--- config.mk ---
export PLATFORM = sky130hd
export DESIGN_NAME = ssd_sqrt
export DESIGN_NICKNAME = d
export VERILOG_FILES = /design/src/sv/ssd_pkg.sv /design/src/sv/ssd_sqrt.sv
export SDC_FILE = /design/constraint.sdc
export NUM_CORES = 1
export LEC_CHECK = 0
export BUFFER_PORTS_ARGS = -buffer_cell sky130_fd_sc_hd__buf_2
export CAP_MARGIN = 15
export CORE_UTILIZATION = 57
export DETAILED_ROUTE_END_ITERATION = 6
export PLACE_DENSITY = 0.77
export SLEW_MARGIN = 20
export SYNTH_ARGS = -nofsm -noshare
export SYNTH_HDL_FRONTEND = slang
export SYNTH_SLANG_ARGS = --single-unit
--- constraint.sdc ---
create_clock -name clk_i -period 2.63 [get_ports clk_i]
set_input_delay 0.263 -clock clk_i [delete_from_list [all_inputs] [get_ports clk_i]]
set_output_delay 0.263 -clock clk_i [all_outputs]
set_load 0.02 [all_outputs]
--- src/sv/ssd_pkg.sv ---
// ============================================================================
// ssd_pkg
// Shared widths, latencies and types for the segment-to-segment distance block.
// ============================================================================
`default_nettype none

package ssd_pkg;

  localparam int COORD_W = 18;            // signed Q5.12 coordinate
  localparam int DIFF_W  = COORD_W + 1;   // coordinate difference
  localparam int PROD_W  = 2 * DIFF_W;    // product of two differences
  localparam int SUM_W   = PROD_W + 1;    // sum or difference of two products
  localparam int SQ_W    = PROD_W;        // squared distance, 24 fraction bits
  localparam int HALF_W  = SQ_W / 2;      // half of a cross magnitude
  localparam int DVD_W   = 2 * SQ_W;      // squared cross product
  localparam int QUO_W   = SQ_W;          // quotient bits
  localparam int ROOT_W  = SQ_W / 2;      // square root bits
  localparam int REM_W   = ROOT_W + 4;    // square root remainder
  localparam int DIST_W  = 19;            // unsigned Q7.12 distance

  localparam int IN_DATA_W  = 8 * COORD_W;
  localparam int OUT_DATA_W = ((DIST_W + 7) / 8) * 8;

  localparam int PT_LAT    = 7 + QUO_W;   // point-to-segment unit
  localparam int MIN_LAT   = 2;           // minimum of four
  localparam int SQRT_LAT  = ROOT_W;      // one root bit a stage
  localparam int TOUCH_LAT = 4;           // intersection test
  localparam int CORE_LAT  = PT_LAT + MIN_LAT + SQRT_LAT;
  localparam int OUT_LAT   = CORE_LAT + 1;

  typedef logic signed [COORD_W-1:0] coord_t;
  typedef logic signed [DIFF_W-1:0]  diff_t;
  typedef logic signed [PROD_W-1:0]  prod_t;
  typedef logic signed [SUM_W-1:0]   sum_t;
  typedef logic        [SQ_W-1:0]    sq_t;

  function automatic sq_t sq_min(input sq_t a, input sq_t b);
    sq_min = (a < b) ? a : b;
  endfunction

endpackage

`default_nettype wire

--- src/sv/ssd_sqrt.sv ---
// ============================================================================
// ssd_sqrt
// Pipelined integer square root, one root bit a stage.
// ============================================================================
`default_nettype none

module ssd_sqrt (
  input  wire logic                       clk_i,
  input  wire logic                       en_i,
  input  wire ssd_pkg::sq_t               x_i,
  output      logic [ssd_pkg::ROOT_W-1:0] root_o
);
  import ssd_pkg::*;

  sq_t               x_s    [1:ROOT_W];
  logic [REM_W-1:0]  rem_s  [1:ROOT_W];
  logic [ROOT_W-1:0] root_s [1:ROOT_W];
  sq_t               x_c    [0:ROOT_W-1];
  logic [REM_W-1:0]  rem_c  [0:ROOT_W-1];
  logic [ROOT_W-1:0] root_c [0:ROOT_W-1];
  logic [REM_W-1:0]  rem_t  [0:ROOT_W-1];
  logic [REM_W-1:0]  trial  [0:ROOT_W-1];
  logic              ge     [0:ROOT_W-1];

  // Stage zero works on the incoming value; later stages on their registers.
  always_comb begin
    x_c[0]    = x_i;
    rem_c[0]  = '0;
    root_c[0] = '0;
    for (int j = 1; j < ROOT_W; j++) begin
      x_c[j]    = x_s[j];
      rem_c[j]  = rem_s[j];
      root_c[j] = root_s[j];
    end
    for (int j = 0; j < ROOT_W; j++) begin
      rem_t[j] = {rem_c[j][REM_W-3:0], x_c[j][SQ_W-1 -: 2]};
      trial[j] = REM_W'({root_c[j], 2'b01});
      ge[j]    = rem_t[j] >= trial[j];
    end
  end

  always_ff @(posedge clk_i) begin
    if (en_i) begin
      for (int j = 0; j < ROOT_W; j++) begin
        x_s[j+1]    <= {x_c[j][SQ_W-3:0], 2'b00};
        rem_s[j+1]  <= ge[j] ? (rem_t[j] - trial[j]) : rem_t[j];
        root_s[j+1] <= {root_c[j][ROOT_W-2:0], ge[j]};
      end
    end
  end

  assign root_o = root_s[ROOT_W];

endmodule

`default_nettype wire

======== Word-level counts from Yosys, hierarchy flattened ========
Memories as Yosys holds them, arrays and structs flattened.
Cells that the tools add are included.
storage, ports and cells
  register bits ........................... 0
  output and inout bits ................... 19
  RAM bits ................................ 1482
  memories kept ........................... 3
  bits of input ports ..................... 40
memory list
  name    words  width  rd ports  clocked after memory_dff  wr ports  line            source
  x_s     19     36     18        0                         19        ssd_sqrt.sv:15  sq_t x_s [1:ROOT_W];
  rem_s   19     23     18        0                         19        ssd_sqrt.sv:16  logic [REM_W-1:0] rem_s [1:ROOT_W];
  root_s  19     19     19        0                         19        ssd_sqrt.sv:17  logic [ROOT_W-1:0] root_s [1:ROOT_W];
cells by class
  multiplexer cells ....................... 21
  $lt $le $gt $ge ......................... 19
  add/sub/neg operators ................... 19
operators with widths
  cell                 count
  $mux 23              19
  $ge 23x21->1         18
  $sub 23x21->23       18
  $sub 2x1->3 const B  1
  $ge 2x1->1 const B   1
  $mux 1               2

======== Longest topological paths before layout ========
An unclocked memory read counts as a cell.
  depth in word-level cells ............... 3
  mapped depth ............................ 12
  depth with buffers taken out ............ 11

======== Worst setup path after synthesis ========
Ideal clock, no wire load.
  path kind ............................... reg2reg
  start point ............................. register, netlist name rem_s[0][261]
  end point ............................... register, netlist name rem_s[0][288]
  arrival ................................. 2.486 ns
  buffers on the path ..................... 1
  stages on the path, launching flop included .. 10
  required time ........................... 2.370 ns
  path slack .............................. -0.116 ns
  path through ............................ edfxtp_1 ha_1 nand3_2 or3_1 o311a_1 and3b_1 a21bo_1 buf_6 inv_1 mux2_2

==> metrics.csv <==
metric,value,unit
cp_max_fo,6,
power.share.combinational,0.193,
worstHoldPathType,input pin to flop,
placedCellCount,4383,
switching_share,0.2673,
port-buffer-count,58,
track_usage,0.2317,
final.setup.worst_slack,-149.9,ps
worst_pin_slew,688.1,ps
ant_nets,0,
grt_max_degree,86,
cts_tree,yes,
crit_path_end_kind,flop,
synth_edf_count,884,
finalWeightedCongestion,0.9797,
post_route_cells_drive_above_1_share,0.2374,
synth_top_cell_by_area,sky130_fd_sc_hd__edfxtp_1,
top_level_ports,59,
cts_max_level,3,
async_flop_share,0,
timing.critical_path.to,rem_s[0][279],
final-max-slew-violation-count,0,
grt_remaining_overflow,0,
critical_path.reg2reg.endpoint,rem_s[0][279],
first_iter_violations,1946,
numClockSinks,884,
clk_path_buf_depth,3,
power.switching,0.01028,W
slowest_stage,sky130_fd_sc_hd__edfxtp_1,
synth_cell_type_count,83,
detail_route.drc_violations,0,
worst_setup_slack_after_placement,-430.5,ps
post-route-min-period,2780,ps
most_area_consuming_cells_after_synthesis,"sky130_fd_sc_hd__edfxtp_1 65%, sky130_fd_sc_hd__ha_1 6.4%, sky130_fd_sc_hd__xor2_1 3.5%",
initial_core_util,0.5809,
synthesis.area,0.04096,mm²
yosysWarningCount,0,
slew_headroom,0.5382,
vias_per_cell,5.718,
postSynth.topFlopCell,sky130_fd_sc_hd__edfxtp_1,
critical_path.reg2reg.startpoint,rem_s[0][259],
numCtsBuffers,91,
diodes,0,
clock_power_share,0.327,
dieHeight,270.1,µm
num-nets-final,3915,
layout.filler_cells,4306,
areaGrowthSynthToFinish,23.90,%
timing.critical_path.arrival,3280,ps
fin_worst_skew,23.23,ps
antenna_found_initial,0,
length_in_cells_of_the_worst_reg_to_reg_path,10,
worstSetupPathType,flop to flop,
worst_setup_path_start_kind,flop,
power_frac_seq,0.480,
grt_pass1_wl,137.2,mm
core-area,0.07051,mm²
overall_via_count_from_detail_route,26740,
number_of_global_route_vias_before_repair,26980,
p_leak,19.65,nW
die_area,0.07294,mm²
power-per-cell-area,757.8,mW/mm²
p_int,0.02818,W
root_buffer,sky130_fd_sc_hd__clkbuf_16,
seq_area_frac_synth,0.6480,
synth_nets,3371,
path_cells,ha_4 > nand3_2 > or3_4 > o311a_4 > and3b_2 > a21bo_4 > buf_12 > buf_12 > buf_16 > o21ai_4,
status,"finished, violations left",
drt_wl_total,86.18,mm
timing.reg2reg.setup_slack,-150,ps
violated_checks,negative setup slack,
fmax,359.7,MHz
cell_count_after_synthesis,3121,
insertion_delay_to_the_later_sink_of_the_worst_skew_pair,650,ps
unrepaired_setup_endpoints_after_global_routing,true,
routed_wire_length_per_instance,18.43,µm
synth.top_cell.area_share,0.6480,
irDropWorstVdd,570.6,µV
die_w,270.1,µm
place.detailed.hpwl,58.18,mm
min_period_over_period,1.057,
slowest_delay,430,ps
num_rows,97,
critical_path.startpoint,rem_s[0][259],
drtPass1Iterations,6,
hold_viol,0,
timing.final.setup_violations,31,
post_synth.cell_area_avg,13.13,µm²
clkSlewWorstSetupHoldPaths,60,ps
layout.cells.non_filler,4676,
most_used_cell_cp,sky130_fd_sc_hd__buf_12,
max-cap-violations,0,
worstPathRequired,3130,ps
ys_ff_latch,884,
[Yosys cell counts (9+ instances only)]
library cell               number
sky130_fd_sc_hd__a211oi_1      13
sky130_fd_sc_hd__a21o_1        47
sky130_fd_sc_hd__a21oi_1      154
sky130_fd_sc_hd__a31oi_1       16
sky130_fd_sc_hd__and2_1        13
sky130_fd_sc_hd__and3_1        13
sky130_fd_sc_hd__buf_2          9
sky130_fd_sc_hd__clkbuf_1      37
sky130_fd_sc_hd__edfxtp_1     884
sky130_fd_sc_hd__ha_1         210
sky130_fd_sc_hd__inv_1        259
sky130_fd_sc_hd__mux2_2        24
sky130_fd_sc_hd__nand2_1      233
sky130_fd_sc_hd__nand2b_1      39
sky130_fd_sc_hd__nand3_1       41
sky130_fd_sc_hd__nand3b_1       9
sky130_fd_sc_hd__nand4_1       29
sky130_fd_sc_hd__nand4b_1       9
sky130_fd_sc_hd__nor2_1       142
sky130_fd_sc_hd__nor2b_1       31
sky130_fd_sc_hd__nor3_1        91
sky130_fd_sc_hd__nor3b_1       10
sky130_fd_sc_hd__nor4_1        62
sky130_fd_sc_hd__o211ai_1       9
sky130_fd_sc_hd__o21a_1        41
sky130_fd_sc_hd__o21ai_0      201
sky130_fd_sc_hd__o21bai_1      13
sky130_fd_sc_hd__o31ai_1       29
sky130_fd_sc_hd__or2_2          9
sky130_fd_sc_hd__or3_1         28
sky130_fd_sc_hd__or4_1         23
sky130_fd_sc_hd__xnor2_1      103
sky130_fd_sc_hd__xor2_1       166
[stage by stage]
stage	hold slack [ps]	instance area (µm²)	setup TNS, ps	util	total power, W
after global placement	400.3	44920	-6714	0.6371	0.02461
after global routing	33.69	50750	-6572	0.7198	0.04014
after floorplan	361.9	41080	-13.09	-	0.02235
final	45.90	50750	-2556	0.7198	0.03846
after detailed placement	404.5	44920	-14860	0.6371	0.02494
after CTS	12.52	49220	-2808	0.6981	0.03791
[flip-flops by register name, indices dropped and copies added, names as in the netlist]
name	cells
rem_s	352
x_s	342
root_s	190
[area by class of cell]
class / instances / area [µm²] / area share
Sequential cell: 884 / 26550 / 0.5230
Multi-Input combinational cell: 1928 / 15000 / 0.2955
Timing Repair Buffer: 501 / 4131 / 0.08140
Clock buffer: 108 / 2341 / 0.04612
Tap cell: 940 / 1176 / 0.02317
Inverter: 259 / 974.7 / 0.01920
Clock inverter: 56 / 588.1 / 0.01159
[layout by cell type, fill, tap and decap left out, drive strengths merged, types with 14 or more instances in the layout]
master,Yosys,routed
a211oi,15,15
or3,29,29
a21o,47,47
a21oi,154,154
edfxtp,884,884
xnor2,103,103
nor3,92,92
nor2,142,142
clkinv,0,43
xor2,166,166
nand4,29,29
or4,26,26
clkbuf,37,109
o21ai,202,202
buf,14,461
mux2,24,24
ha,210,210
nand2b,39,39
nand3,42,42
o31ai,29,29
o21a,41,41
inv,259,261
a31oi,16,16
dlygate4sd3,0,39
nor2b,31,31
and2,14,14
nand2,233,233
nor4,64,64
[power by group through the flow]
stage / logic (W) / registers, W / clock network, W
final: 0.00743 / 0.0184 / 0.0126
after global routing: 0.00812 / 0.0186 / 0.0134
after CTS: 0.00670 / 0.0184 / 0.0128
after detailed placement: 0.00630 / 0.0186 / 0
after global placement: 0.00602 / 0.0186 / 0
after floorplan: 0.00401 / 0.0183 / 0
[per-layer routing]
layer	vias up	track usage	wire length (µm)
met4	0	0.07700	2169
li1	12720	-	-
met5	-	0	0
met1	13030	0.3031	36420
met2	804	0.3974	43450
met3	188	0.03387	4137
[worst max-delay path: cells and delay by family, from the launching register on]
family	cells	cell delay, ps
AOI/OAI and AO/OA	3	790
adders and majority gates	1	300
buffers and inverters	3	410
DFF	1	430
and+or+nand+nor	3	690
[cells by family (layout without fill, tap and decap cells)]
| group | Yosys count | in the layout | share of synthesized area |
|---|---|---|---|
| flip-flops | 884 | 884 | 0.6480 |
| buffers and inverters | 310 | 924 | 0.02905 |
| adder cells (fa/ha/maj) | 210 | 210 | 0.06414 |
| other | 1 | 1 | 0.00009154 |
| multiplexers | 28 | 28 | 0.007575 |
| AO/OA/AOI/OAI | 605 | 606 | 0.09157 |
| AND/OR/NAND/NOR | 814 | 814 | 0.1020 |
| XOR/XNOR | 269 | 269 | 0.05751 |
[worst min-delay path by stage]
stage | startpoint | end | slack (ps) | cells past startpoint
after global placement | x_s[0][36] | x_s[0][74] | 400 | 0
after detailed placement | x_s[0][159] | x_s[0][197] | 400 | 0
after CTS | en_i | x_s[0][37] | 10 | 1
final | en_i | x_s[0][39] | 50 | 1
after floorplan | x_i[0] | x_s[0][36] | 360 | 0
after global routing | en_i | x_s[0][39] | 30 | 1
[timing repair]
item                       4_1_cts  5_1_grt
hold buffers                    39        0
cloned                           4        1
resized for setup              147      230
pin swaps                       60       81
setup endpoints to repair      163      255
hold endpoints to repair        39        0
buffers inserted                37       58
Note: power is estimated with default switching activity, not from simulation.
